[config.mk]
export PLATFORM = sky130hd
export DESIGN_NAME = pwm_prescaler_period_search_unit
export DESIGN_NICKNAME = d
export VERILOG_FILES = /design/src/hdl/pwps_pkg.sv /design/src/hdl/pwps_div.sv /design/src/hdl/pwm_prescaler_period_search_unit.sv
export SDC_FILE = /design/constraint.sdc
export NUM_CORES = 1
export LEC_CHECK = 0
export BUFFER_PORTS_ARGS = -buffer_cell sky130_fd_sc_hd__buf_2
export CAP_MARGIN = 20
export CORE_ASPECT_RATIO = 1.25
export CORE_MARGIN = 4
export CORE_UTILIZATION = 55
export DETAILED_ROUTE_END_ITERATION = 8
export PLACE_DENSITY = 0.76
export SLEW_MARGIN = 40
export SYNTH_ARGS = -nofsm -noshare
export SYNTH_HDL_FRONTEND = slang
export SYNTH_SLANG_ARGS = --single-unit
[constraint.sdc]
create_clock -name clk -period 4.85 [get_ports clk]
set_input_delay 0.97 -clock clk [delete_from_list [all_inputs] [get_ports clk]]
set_output_delay 0.97 -clock clk [all_outputs]
set_load 0.05 [all_outputs]
[src/hdl/pwps_pkg.sv]
// Shared types and fixed constants of the PWM prescaler and period search unit.
// Used by the divider and by the top level; depends on nothing.
`default_nettype none

package pwps_pkg;

	// Field and datapath widths.
	localparam int CLK_W  = 27;
	localparam int FREQ_W = 16;
	localparam int PER_W  = 16;
	localparam int DVD_W  = 27;
	localparam int DVSR_W = 16;
	localparam int CNT_W  = $clog2(DVD_W);

	// Timer clock after reset and rounding threshold of the total count.
	localparam logic [CLK_W-1:0]  CLOCK_RESET = 27'd72000000;
	localparam logic [DVSR_W-1:0] ROUND_THR   = 16'd32768;

	// Sequencer states.
	typedef enum logic [2:0] {
		ST_IDLE,
		ST_CNT_START,
		ST_CNT_WAIT,
		ST_TRY_START,
		ST_TRY_WAIT,
		ST_DONE
	} state_t;

endpackage

`default_nettype wire

[src/hdl/pwps_div.sv]
// Iterative restoring divider, one quotient bit per cycle.
// Uses the widths of pwps_pkg.
`default_nettype none

module pwps_div (
	input  logic                         clk,
	input  logic                         arst_n,
	input  logic                         start,
	input  logic [pwps_pkg::DVD_W-1:0]   dividend,
	input  logic [pwps_pkg::DVSR_W-1:0]  divisor,
	output logic                         done,
	output logic [pwps_pkg::DVD_W-1:0]   quot,
	output logic [pwps_pkg::DVSR_W-1:0]  rem
);
	import pwps_pkg::*;

	logic               busy_q;
	logic               done_q;
	logic [CNT_W-1:0]   cnt_q;
	logic [DVD_W-1:0]   quo_q;
	logic [DVSR_W-1:0]  rem_q;
	logic [DVSR_W-1:0]  dvsr_q;
	logic [DVSR_W:0]    trial;
	logic               fits;
	logic [DVSR_W:0]    diff;

	// One restoring step: shift in the next dividend bit and try to subtract.
	always_comb begin
		trial = {rem_q, quo_q[DVD_W-1]};
		fits  = trial >= {1'b0, dvsr_q};
		diff  = trial - {1'b0, dvsr_q};
	end

	// Control: busy while steps remain, done pulses once the last step has landed.
	always_ff @(posedge clk or negedge arst_n) begin
		if (!arst_n) begin
			busy_q <= 1'b0;
			done_q <= 1'b0;
			cnt_q  <= '0;
		end else begin
			done_q <= busy_q && (cnt_q == CNT_W'(DVD_W - 1));
			if (start) begin
				busy_q <= 1'b1;
				cnt_q  <= '0;
			end else if (busy_q) begin
				cnt_q <= cnt_q + 1'b1;
				if (cnt_q == CNT_W'(DVD_W - 1)) begin
					busy_q <= 1'b0;
				end
			end
		end
	end

	// Datapath: partial remainder and quotient shift register.
	always_ff @(posedge clk) begin
		if (start) begin
			rem_q  <= '0;
			quo_q  <= dividend;
			dvsr_q <= divisor;
		end else if (busy_q) begin
			if (fits) begin
				rem_q <= diff[DVSR_W-1:0];
			end else begin
				rem_q <= trial[DVSR_W-1:0];
			end
			quo_q <= {quo_q[DVD_W-2:0], fits};
		end
	end

	assign done = done_q;
	assign quot = quo_q;
	assign rem  = rem_q;

	// The pulse comes only after a full run of steps.
	a_done_after_busy: assert property (@(posedge clk) disable iff (!arst_n)
		done_q |-> $past(busy_q))
		else $error("divider done without a run");

	// A new start never lands in the middle of a run.
	a_no_restart: assert property (@(posedge clk) disable iff (!arst_n)
		start |-> !busy_q || (cnt_q == '0 && $past(start)) || !busy_q)
		else $error("divider restarted while busy");

	// When done pulses, the remainder is below the divisor.
	a_rem_bound: assert property (@(posedge clk) disable iff (!arst_n)
		done_q |-> rem_q < dvsr_q)
		else $error("divider remainder out of range");

endmodule

`default_nettype wire

[src/hdl/pwm_prescaler_period_search_unit.sv]
// Top level of the PWM prescaler and period search unit: sequencer, registers and I/O.
// Depends on pwps_pkg and on the shared divider pwps_div.
//
// channel  direction  handshake             contents
// cfg      in         cfg_valid/cfg_ready   clock_hz [26:0]
// s        in         s_tvalid/s_tready     frequency [15:0]
// m        out        m_tvalid/m_tready     prescale, period, exact
//
// Each request runs one division for the total count and then one per divisor tried,
// from 1 up to MAX_PRESCALE, stopping at the first exact fit; a zero frequency skips
// the divider. The single shared divider does them one after another, 27 steps each.
// s_tready is high only while the sequencer is idle; a result waits in the output
// register, and the next request is taken as soon as that result is loaded there.
// Reset restores clock_hz to 72 MHz and empties the output register.
`default_nettype none

module pwm_prescaler_period_search_unit #(
	parameter int MAX_PRESCALE = 1200,
	parameter int PERIOD_LIMIT = 65535,
	localparam int PSC_W   = $clog2(MAX_PRESCALE + 1),
	localparam int TDATA_W = ((PSC_W + pwps_pkg::PER_W + 1 + 7) / 8) * 8
) (
	input  logic                         clk,
	input  logic                         arst_n,
	input  logic                         cfg_valid,
	output logic                         cfg_ready,
	input  logic [pwps_pkg::CLK_W-1:0]   cfg_data,    // clock_hz
	input  logic                         s_tvalid,
	output logic                         s_tready,
	input  logic [pwps_pkg::FREQ_W-1:0]  s_tdata,     // frequency
	output logic                         m_tvalid,
	input  logic                         m_tready,
	output logic [TDATA_W-1:0]           m_tdata      // prescale, period, exact, zero fill
);
	import pwps_pkg::*;

	state_t             state_q, state_d;
	logic [CLK_W-1:0]   clock_hz_q;
	logic [FREQ_W-1:0]  freq_q;
	logic [DVD_W-1:0]   count_q;
	logic [PSC_W-1:0]   d_q;
	logic               fit_found_q;
	logic [PSC_W-1:0]   fit_psc_q;
	logic [PER_W-1:0]   fit_per_q;
	logic [PSC_W-1:0]   res_psc_q;
	logic [PER_W-1:0]   res_per_q;
	logic               res_exact_q;
	logic               m_tvalid_q;
	logic [TDATA_W-1:0] m_tdata_q;

	logic               div_start;
	logic [DVD_W-1:0]   div_dividend;
	logic [DVSR_W-1:0]  div_divisor;
	logic               div_done;
	logic [DVD_W-1:0]   div_quot;
	logic [DVSR_W-1:0]  div_rem;

	logic               in_take;
	logic               out_free;
	logic               quot_lt;
	logic               rem_zero;
	logic               last_d;

	// Handshake and trial conditions.
	assign in_take  = s_tvalid && s_tready;
	assign out_free = !m_tvalid_q || m_tready;
	assign quot_lt  = div_quot < DVD_W'(PERIOD_LIMIT);
	assign rem_zero = div_rem == '0;
	assign last_d   = d_q == PSC_W'(MAX_PRESCALE);

	// Shared divider for the total count and for every divisor trial.
	pwps_div u_div (
		.clk      (clk),
		.arst_n   (arst_n),
		.start    (div_start),
		.dividend (div_dividend),
		.divisor  (div_divisor),
		.done     (div_done),
		.quot     (div_quot),
		.rem      (div_rem)
	);

	// Next state.
	always_comb begin
		state_d = state_q;
		case (state_q)
			ST_IDLE: begin
				if (in_take) begin
					state_d = (s_tdata == '0) ? ST_DONE : ST_CNT_START;
				end
			end
			ST_CNT_START: state_d = ST_CNT_WAIT;
			ST_CNT_WAIT: begin
				if (div_done) begin
					state_d = ST_TRY_START;
				end
			end
			ST_TRY_START: state_d = ST_TRY_WAIT;
			ST_TRY_WAIT: begin
				if (div_done) begin
					state_d = ((quot_lt && rem_zero) || last_d) ? ST_DONE : ST_TRY_START;
				end
			end
			ST_DONE: begin
				if (out_free) begin
					state_d = ST_IDLE;
				end
			end
			default: state_d = ST_IDLE;
		endcase
	end

	// Sequencer outputs.
	always_comb begin
		cfg_ready    = 1'b1;
		s_tready     = state_q == ST_IDLE;
		div_start    = (state_q == ST_CNT_START) || (state_q == ST_TRY_START);
		div_dividend = count_q;
		div_divisor  = {{(DVSR_W - PSC_W){1'b0}}, d_q};
		if (state_q == ST_CNT_START) begin
			div_dividend = clock_hz_q;
			div_divisor  = freq_q;
		end
	end

	// Control registers.
	always_ff @(posedge clk or negedge arst_n) begin
		if (!arst_n) begin
			state_q     <= ST_IDLE;
			clock_hz_q  <= CLOCK_RESET;
			fit_found_q <= 1'b0;
			m_tvalid_q  <= 1'b0;
		end else begin
			state_q <= state_d;
			if (cfg_valid && cfg_ready) begin
				clock_hz_q <= cfg_data;
			end
			if (state_q == ST_CNT_WAIT && div_done) begin
				fit_found_q <= 1'b0;
			end else if (state_q == ST_TRY_WAIT && div_done && quot_lt) begin
				fit_found_q <= 1'b1;
			end
			if (state_q == ST_DONE && out_free) begin
				m_tvalid_q <= 1'b1;
			end else if (m_tready) begin
				m_tvalid_q <= 1'b0;
			end
		end
	end

	// Datapath registers: count, divisor under trial, fallback fit and result.
	always_ff @(posedge clk) begin
		if (in_take) begin
			freq_q      <= s_tdata;
			res_psc_q   <= '0;
			res_per_q   <= '0;
			res_exact_q <= 1'b0;
		end
		if (state_q == ST_CNT_WAIT && div_done) begin
			count_q <= div_quot + DVD_W'(div_rem > ROUND_THR);
			d_q     <= PSC_W'(1);
		end
		if (state_q == ST_TRY_WAIT && div_done) begin
			if (quot_lt && !fit_found_q) begin
				fit_psc_q <= d_q;
				fit_per_q <= div_quot[PER_W-1:0];
			end
			if (quot_lt && rem_zero) begin
				res_psc_q   <= d_q;
				res_per_q   <= div_quot[PER_W-1:0];
				res_exact_q <= 1'b1;
			end else if (last_d) begin
				if (fit_found_q) begin
					res_psc_q <= fit_psc_q;
					res_per_q <= fit_per_q;
				end else if (quot_lt) begin
					res_psc_q <= d_q;
					res_per_q <= div_quot[PER_W-1:0];
				end
			end
			if (!last_d) begin
				d_q <= d_q + 1'b1;
			end
		end
		if (state_q == ST_DONE && out_free) begin
			m_tdata_q <= TDATA_W'({res_exact_q, res_per_q, res_psc_q});
		end
	end

	assign m_tvalid = m_tvalid_q;
	assign m_tdata  = m_tdata_q;

	// An accepted request always moves the sequencer out of idle.
	a_take_leaves_idle: assert property (@(posedge clk) disable iff (!arst_n)
		in_take |=> state_q != ST_IDLE)
		else $error("request accepted but sequencer stayed idle");

	// The divider reports only while the sequencer waits for it.
	a_done_in_wait: assert property (@(posedge clk) disable iff (!arst_n)
		div_done |-> (state_q == ST_CNT_WAIT || state_q == ST_TRY_WAIT))
		else $error("divider result outside a wait state");

	// The divisor under trial stays within one and the prescaler limit.
	a_trial_range: assert property (@(posedge clk) disable iff (!arst_n)
		state_q == ST_TRY_WAIT |-> (d_q != '0 && d_q <= PSC_W'(MAX_PRESCALE)))
		else $error("trial divisor out of range");

	// An exact result never carries the zero prescaler of the error code.
	a_exact_nonzero: assert property (@(posedge clk) disable iff (!arst_n)
		m_tvalid_q && m_tdata_q[PSC_W + PER_W] |-> m_tdata_q[PSC_W-1:0] != '0)
		else $error("exact result with zero prescaler");

endmodule

`default_nettype wire

# Word-level counts from Yosys, hierarchy flattened

Cells that the tools add are included.

Output and inout bits: 35
Flip-flop bits (word level): 235

Order comparisons: 3
Equality and inequality tests: 11
Reductions and logical operators: 21
Multiplexer cells: 39
Add/sub/neg operators: 4

Operator list:

| kind                  | number |
|---|---|
| $mux 16               | 7 |
| $mux 11               | 10 |
| $mux 27               | 3 |
| $logic_not 16->1      | 2 |
| $add 27x1->27         | 1 |
| $lt 27x16->1 const B  | 1 |
| $mux 3                | 6 |
| $pmux 3 s6            | 1 |
| $ge 17x16->1          | 1 |
| $gt 16x16->1 const B  | 1 |
| $sub 16x16->16        | 1 |
| $add 11x1->11 const B | 1 |
| $eq 11x11->1 const B  | 1 |
| $mux 1                | 10 |
| $mux 5                | 2 |
| $logic_and 1x1->1     | 8 |
| $eq 3x2->1 const B    | 2 |
| $eq 3x3->1 const B    | 2 |
| $ne 2x1->1 const B    | 3 |
| $reduce_bool 2->1     | 3 |
| $add 5x1->5 const B   | 1 |
| $eq 5x5->1 const B    | 1 |
| $reduce_and 4->1      | 1 |
| $eq 3x1->1 const B    | 1 |
| other kinds (5)       | 8 |

# Logic depth before layout (Yosys ltp)

Gate-level depths: netlist of run 1.

Depth after elaboration: 8
Depth in mapped cells: 10
Mapped depth without buffers: 10

# By module

Synthesis of run 1 repeated with hierarchy kept, for this count alone.

Cell total of the unflattened synthesis: 914
Area total of the unflattened synthesis: 10,985.5 µm²

By module, submodules not included:

| module                           | seq. area each (µm²) | area an instance (µm²) | times used | cells an instance |
|---|---|---|---|---|
| pwm_prescaler_period_search_unit | 4,533.1              | 7,533.5                | 1          | 610 |
| pwps_div                         | 1,786.7              | 3,452.1                | 1          | 304 |

# Worst setup path before layout of run 1

OpenSTA, ideal clock, no wires.

Path type: register to register
From: register u_div.quo_q[5] (netlist: u_div.quot[5])
To: register fit_per_q[0] (enable)
Library setup time: 0.445 ns
Data arrival time: 3.269 ns
Data required time: 4.405 ns
Cell stages (with the launch flop): 8
Setup slack: 1.137 ns
Period minus slack after synthesis: 3.713 ns
Cells stage by stage: edfxtp_1 -> buf_2 -> and4_1 -> and3_4 -> a31o_2 -> buf_6 -> buf_6 -> nor3_1

Longest elaborated chain between the ends: 3

RTL lines:

| element                           | RTL line                                | text |
|---|---|---|
| start, declared                   | pwps_div.sv:20                          | `logic [DVD_W-1:0] quo_q;` |
| start signal, assigned            | pwps_div.sv:58                          | `quo_q <= dividend;` |
| start signal, assigned            | pwps_div.sv:66                          | `quo_q <= {quo_q[DVD_W-2:0], fits};` |
| $lt 27x16->1                      | pwm_prescaler_period_search_unit.sv:67  | `assign quot_lt = div_quot < DVD_W'(PERIOD_LIMIT);` |
| $logic_and 1x1->1                 | pwm_prescaler_period_search_unit.sv:164 | `if (quot_lt && !fit_found_q) begin` |
| $reduce_and 2->1 (no source line) | -                                       |  |
| end signal, assigned              | pwm_prescaler_period_search_unit.sv:166 | `fit_per_q <= div_quot[PER_W-1:0];` |
| end, declared                     | pwm_prescaler_period_search_unit.sv:44  | `logic [PER_W-1:0] fit_per_q;` |

No other way between the ends.
A chain may end at the register's enable or synchronous reset.

# Worst setup path after layout of run 1

From: register state_q[2]
To: register u_div.quo_q[13] (netlist: u_div.quot[13]), data pin

Longest elaborated chain between the ends: 3
Elaborated cells between the ends (all ways): 5
Classes of those cells: eq/ne: 2; mux: 2; reduce/logical: 1

RTL lines:

| element                                     | RTL line                                                                         | text |
|---|---|---|
| start, declared                             | pwm_prescaler_period_search_unit.sv:37                                           | `state_t state_q, state_d;` |
| start signal, assigned                      | pwm_prescaler_period_search_unit.sv:134                                          | `state_q <= state_d;` |
| $eq 3x1->1 or $eq 3x2->1 (tied branches)    | pwm_prescaler_period_search_unit.sv:117, pwm_prescaler_period_search_unit.sv:120 |  |
| $mux 27 or $logic_or 1x1->1 (tied branches) | pwm_prescaler_period_search_unit.sv:120, pwm_prescaler_period_search_unit.sv:117 |  |
| $mux 27 *                                   | pwps_div.sv:56                                                                   | `if (start) begin` |

Mark *: on every way between the ends. The rest lies on a longest branch, timed or not.

==> flow_summary.toml, run 1 <==
[timing]
fmax_ghz = 0.334
setup_viol = 0
hold_viol_final = 0
hold_ws_ps = 425
tightest_slew_ps = 819
fin_tns_setup_ps = 0
skew_ps = 14.1
period_share_pct = 61.7
slew_violations = 0
period_minus_slack_ps = 2990
maxSlewHeadroom_pct = 45.4
rsz0062_at_grt = "no"

[synthesis]
synthMuxAreaShare_pct = 6.19
synth.ff_latch_count = 235
dominantRegCellSynth = "edfxtp_1"
ys_seq_area_share_pct = 56.1
async_flop_share_pct = 16.6
synth_compound_area_share_pct = 12.6
synth_top_family_by_area = "simple AND/OR/NAND/NOR gates"
synth_area_um2 = 11300
synth_edf_count = 141
synth_simple_gate_area_share_pct = 15.0
synth_fa_ha_area_share_pct = 2.62
yosysWarningCount = 0
syn_avg_cell_area_um2 = 11.5
synth-xor-area-share_pct = 3.42
syn_inst = 981
ys_types = 73

[grt]
grt_pass1_wl_mm = 39.1
grt_pass1_vias = 7373
antenna_found_initial = 1
grt_usage_pct = 21.1
grt_max_degree = 68
grt-ovfl-total = 0

[floorplanning]
top_level_ports = 83
fp.dieW_um = 136
start_util_pct = 56.0
die_h_um = 168
die_area_um2 = 22800
core_um2 = 20100
num_rows = 58

[clock_network]
clk_pin_slew_ps = 60
cts_hold_buf = 0
post_cts.resized_instances = 0
h-tree-depth = 1
cts.path.max_buffers = 3
post-cts-setup-buffers = 0
cts_sinks = 235
cts_tree = "yes"
numCtsBuffers = 23
cts_root_buf = "clkbuf_16"
clock_latency_ps = 510

[setup_path]
crit_arrival_ps = 3240
r2r-start = "state_q[2]$_DFFE_PN0P_"
r2r_slack_ps = 1860
required_ps = 5090
r2r-end = "u_div.quot[13]$_DFFE_PP_"
crit_fanout = 42
worst_setup_path_end_kind = "flop"
rr_worst_depth = 6
crit_type = "reg -> reg"
worst_setup_path_start_kind = "flop"

[placement]
io_buffers = 77
routabilityCongestion = 0.896
hpwl_mm = 16.2

[drt]
num_vias = 7772
via_per_inst = 5.92
ant_nets = 0
post_drt_wl_per_cell_um = 18.6
initialDrtViolationCount = 583
totalWireLength_mm = 24.4
dr.pass1.iters = 5
post-route-drc-count = 0

[min_path]
hp-class = "in -> async"

[power_and_ir_drop]
pwr_density_cell_nw_per_um2 = 338
leakagePower_uw = 0.00483
ir_drop_uv = 316

[final_layout]
finalNetCount = 1097
syn_to_final_growth_pct = 10.1
drive_above_1_share_pct = 18.5
fill_cells = 1590
antenna_cells = 0

[run]
maxCapViolCount = 0

[run_status]
status = "finished, final reports clean"
## synthesized netlist by cell type (all sizes together) (3+ instances only)
master	instances	share of area, %
xor2	15	1.2
nor4	11	0.80
or3	7	0.39
ha	22	2.4
nor3	27	1.3
nand4	12	0.72
nor2b	20	1.1
edfxtp	141	38
clkbuf	33	1.1
and4	5	0.39
nand3	30	1.3
nor3b	13	0.87
and2	7	0.40
o31ai	22	1.5
dfstp	7	1.6
o32ai	3	0.23
nor2	78	2.6
nand2b	7	0.46
mux2i	28	2.5
buf	35	1.9
a32oi	16	1.2
dfxtp	55	9.8
a21oi	49	2.2
o211ai	5	0.33
o21a	3	0.20
nand2	64	2.1
dfrtp	32	7.1
a31oi	11	0.80
a221oi	14	1.6
mux2	37	3.7
and3	27	1.6
xnor2	29	2.3
inv	28	0.93
a211oi	31	2.1
o21ai	28	1.2
a21o	3	0.21
## critical path, stage by stage, from the launching register on
cell      delay [ps]
dfrtp_1          510
inv_1            130
nand2_1          570
clkinv_2         770
buf_4            500
nor2_1           160
a21oi_1           60
## cells in the final DEF, fill, tap and decap left out, types with 23 or more instances in the layout
master,count
xnor2_1,29
clkbuf_16,23
and3_1,24
mux2i_1,28
nor2_1,76
o21ai_0,28
edfxtp_1,141
dfrtp_1,29
dfxtp_1,55
buf_2,76
a21oi_1,48
a211oi_1,31
mux2_2,36
nand3_1,30
nor3_1,25
inv_1,26
nand2_1,64
## registers in the layout, summed over array words and instances (netlist names), 27 cells and up
signal and flops:
clock_hz_q 27, count_q 27, u_div.quot 27, m_tdata 28
## metrics by stage
| stage | instance area, um2 | utilization [%] | total power [uW] | cells | worst slack (ps) |
|---|---|---|---|---|---|
| final | 12400 | 61.7 | 4190 | 1313 | 1860 |
| after global routing | 12400 | 61.7 | 4360 | 1313 | 1590 |
| after CTS | 12400 | 61.7 | 4230 | 1313 | 1880 |
| after detailed placement | 11700 | 58.4 | 2640 | 1271 | 2020 |
| after global placement | 11700 | 58.3 | 2620 | 1271 | 2040 |
| after floorplan | 11300 | - | 2530 | 984 | 1140 |
## power breakdown
| part | leakage [uW] | switching (uW) | internal (uW) | total [uW] |
|---|---|---|---|---|
| combinational | 0.00226 | 156 | 146 | 302 |
| clock | 0.000319 | 720 | 878 | 1600 |
| sequential | 0.00225 | 86.6 | 2200 | 2290 |
| total | 0.00483 | 962 | 3230 | 4190 |
## cells by family after synthesis
kind of cell / count (synthesis)
AND/OR/NAND/NOR: 320
buffers and inverters: 96
adder cells (fa/ha/maj): 23
flip-flops: 235
other: 2
XOR/XNOR: 44
multiplexers: 65
AO/OA/AOI/OAI: 196
## area by class of cell
type	count	area [um2]	area share, %
inverter	28	108	0.868
tap	270	338	2.72
clock buffer	33	613	4.95
timing repair buffer	85	448	3.61
sequential	235	6330	51.0
multi-input combinational	653	4520	36.5
clock inverter	9	42.5	0.343
## how the worst max path moves through the flow
stage | cells after the start | startpoint | to | slack (ps)
after detailed placement | 4 | state_q[0]$_DFFE_PN0P_ | u_div.quot[9]$_DFFE_PP_ | 2020
final | 6 | state_q[2]$_DFFE_PN0P_ | u_div.quot[13]$_DFFE_PP_ | 1860
after CTS | 2 | state_q[1]$_DFFE_PN0P_ | s_tready | 1880
after floorplan | 7 | u_div.quot[5]$_DFFE_PP_ | fit_per_q[0]$_DFFE_PP_ | 1140
after global routing | 6 | state_q[2]$_DFFE_PN0P_ | u_div.quot[13]$_DFFE_PP_ | 1590
after global placement | 8 | u_div.dvsr_q[9]$_DFFE_PN_ | u_div.rem[12]$_SDFFE_PN0P_ | 2040
## routing by layer
| metal | vias to the layer above | GRT usage, % | share of wire (%) |
|---|---|---|---|
| li1 | 3739 | - | - |
| met4 | 2 | 6.36 | 2.6 |
| met2 | 281 | 32.9 | 47 |
| met5 | - | 0 | 0.053 |
| met1 | 3700 | 30.7 | 43 |
| met3 | 50 | 3.35 | 7.0 |
Note: power is estimated with default switching activity, not from simulation.
==> run 2, diff against run 1 <==
==> constraint.sdc (replaced) <==
create_clock -name clk -period 2.9 [get_ports clk]
set_input_delay 0.58 -clock clk [delete_from_list [all_inputs] [get_ports clk]]
set_output_delay 0.58 -clock clk [all_outputs]
set_load 0.05 [all_outputs]
==> flow_summary.toml, run 2 (synthesized netlist as in run 1, its figures left out) <==
[run_status]
status = "finished, final reports clean"

[grt]
grt_max_degree = 57
grt_pass1_vias = 7782
antenna_found_initial = 0
grt_usage_pct = 21.8
grt_pass1_wl_mm = 40.3
grt-ovfl-total = 0

[drt]
num_vias = 7978
totalWireLength_mm = 25.0
dr.pass1.iters = 5
initialDrtViolationCount = 695
post_drt_wl_per_cell_um = 18.8
ant_nets = 0
via_per_inst = 6.00
post-route-drc-count = 0

[setup_path]
required_ps = 3170
crit_arrival_ps = 3030
crit_fanout = 4
worst_setup_path_start_kind = "flop"
crit_start = "u_div.rem[3]$_SDFFE_PN0P_"
r2r-end = "count_q[26]$_DFFE_PP_"
r2r-start = "u_div.rem[3]$_SDFFE_PN0P_"
rr_worst_depth = 10
r2r_slack_ps = 140
worst_setup_path_end_kind = "flop"
crit_path_end = "count_q[26]$_DFFE_PP_"
crit_type = "reg -> reg"

[timing]
slew_violations = 0
period_share_pct = 95.2
period_minus_slack_ps = 2760
hold_viol_final = 0
maxSlewHeadroom_pct = 47.6
hold_ws_ps = 27.7
skew_ps = 10.9
tightest_slew_ps = 784
setup_viol = 0
fmax_ghz = 0.362
fin_tns_setup_ps = 0
rsz0062_at_grt = "no"

[placement]
routabilityCongestion = 0.891
hpwl_mm = 16.9
io_buffers = 77

[floorplanning]
core_um2 = 20100
start_util_pct = 56.0
die_area_um2 = 22800
fp.dieW_um = 136
top_level_ports = 83
die_h_um = 168
num_rows = 58

[clock_network]
post-cts-setup-buffers = 0
cts_hold_buf = 0
cts_sinks = 235
h-tree-depth = 1
cts_root_buf = "clkbuf_16"
numCtsBuffers = 24
clk_pin_slew_ps = 60
cts_tree = "yes"
clock_latency_ps = 510
post_cts.resized_instances = 0
cts.path.max_buffers = 3

[power_and_ir_drop]
pwr_density_cell_nw_per_um2 = 603
leakagePower_uw = 0.00503
ir_drop_uv = 452

[final_layout]
syn_to_final_growth_pct = 13.2
final_cell_mix = "edfxtp_1 (141), nor2_1 (77), buf_2 (76)"
largest_reg_flops = 28
antenna_cells = 0
finalNetCount = 1112
final_common_cell = "edfxtp_1"
drive_above_1_share_pct = 20.9

[run]
maxCapViolCount = 0

[min_path]
hp-class = "in -> async"
==> run 2: changes by cell type in the layout (fill, tap and decap cells not counted), sizes merged <==
| cell | previous run | this run |
|---|---|---|
| clkinv | 10 | 7 |
| bufinv | 0 | 3 |
| inv | 27 | 28 |
| clkinvlp | 0 | 1 |
| buf | 85 | 99 |
==> run 2: worst min path at each step <==
stage	slack (ps)	to	cells after the start
2_1_floorplan	280	clock_hz_q[0]$_DFFE_PN0P_	0
3_3_place_gp	410	m_tdata[2]$_DFFE_PP_	0
3_5_place_dp	410	m_tdata[8]$_DFFE_PP_	0
4_1_cts	60	clock_hz_q[8]$_DFFE_PN0P_	1
5_1_grt	60	clock_hz_q[8]$_DFFE_PN0P_	1
6_report	30	clock_hz_q[8]$_DFFE_PN0P_	1
==> run 2: metal layers <==
| metal | global-route usage (%) | wire length, um | vias up |
|---|---|---|---|
| met2 | 35.5 | 12100 | 233 |
| met3 | 3.17 | 1300 | 61 |
| met1 | 29.9 | 10800 | 3916 |
| li1 | - | - | 3768 |
| met4 | 7.76 | 781 | 0 |
| met5 | 0 | 0 | - |
==> run 2: power breakdown <==
part	switching [uW]	internal [uW]
registers	150	3690
clock network	1260	2070
logic	264	246
total	1680	6000
==> run 2: critical path: stages (launching register included) <==
cell and delay [ps]:
dfxtp_1 340, nor4_1 410, nand4_1 350, and2_1 290, ha_1 220, ha_1 240
nand2_1 120, nor3_1 90, and4_1 260, nand4_1 130, xnor2_1 70
==> run 2: through the flow <==
step           utilization (%)  total power (uW)  area [um2]  std cells  worst slack, ps
2_1_floorplan                -              4240       11300        984             25.8
3_3_place_gp              59.0              4380       11900       1285              239
3_5_place_dp              59.0              4410       11900       1285              152
4_1_cts                   63.4              7730       12700       1329              150
5_1_grt                   63.4              7950       12700       1329             14.0
6_report                  63.4              7680       12700       1329              139
==> run 2: cell type report <==
| type | instances | area [um2] |
|---|---|---|
| inverter | 28 | 105 |
| timing repair buffer | 99 | 566 |
| clock inverter | 11 | 135 |
| multi-input combinational | 653 | 4530 |
| sequential | 235 | 6320 |
| fill | 1587 | 7350 |
| tap | 270 | 338 |
| clock buffer | 33 | 748 |
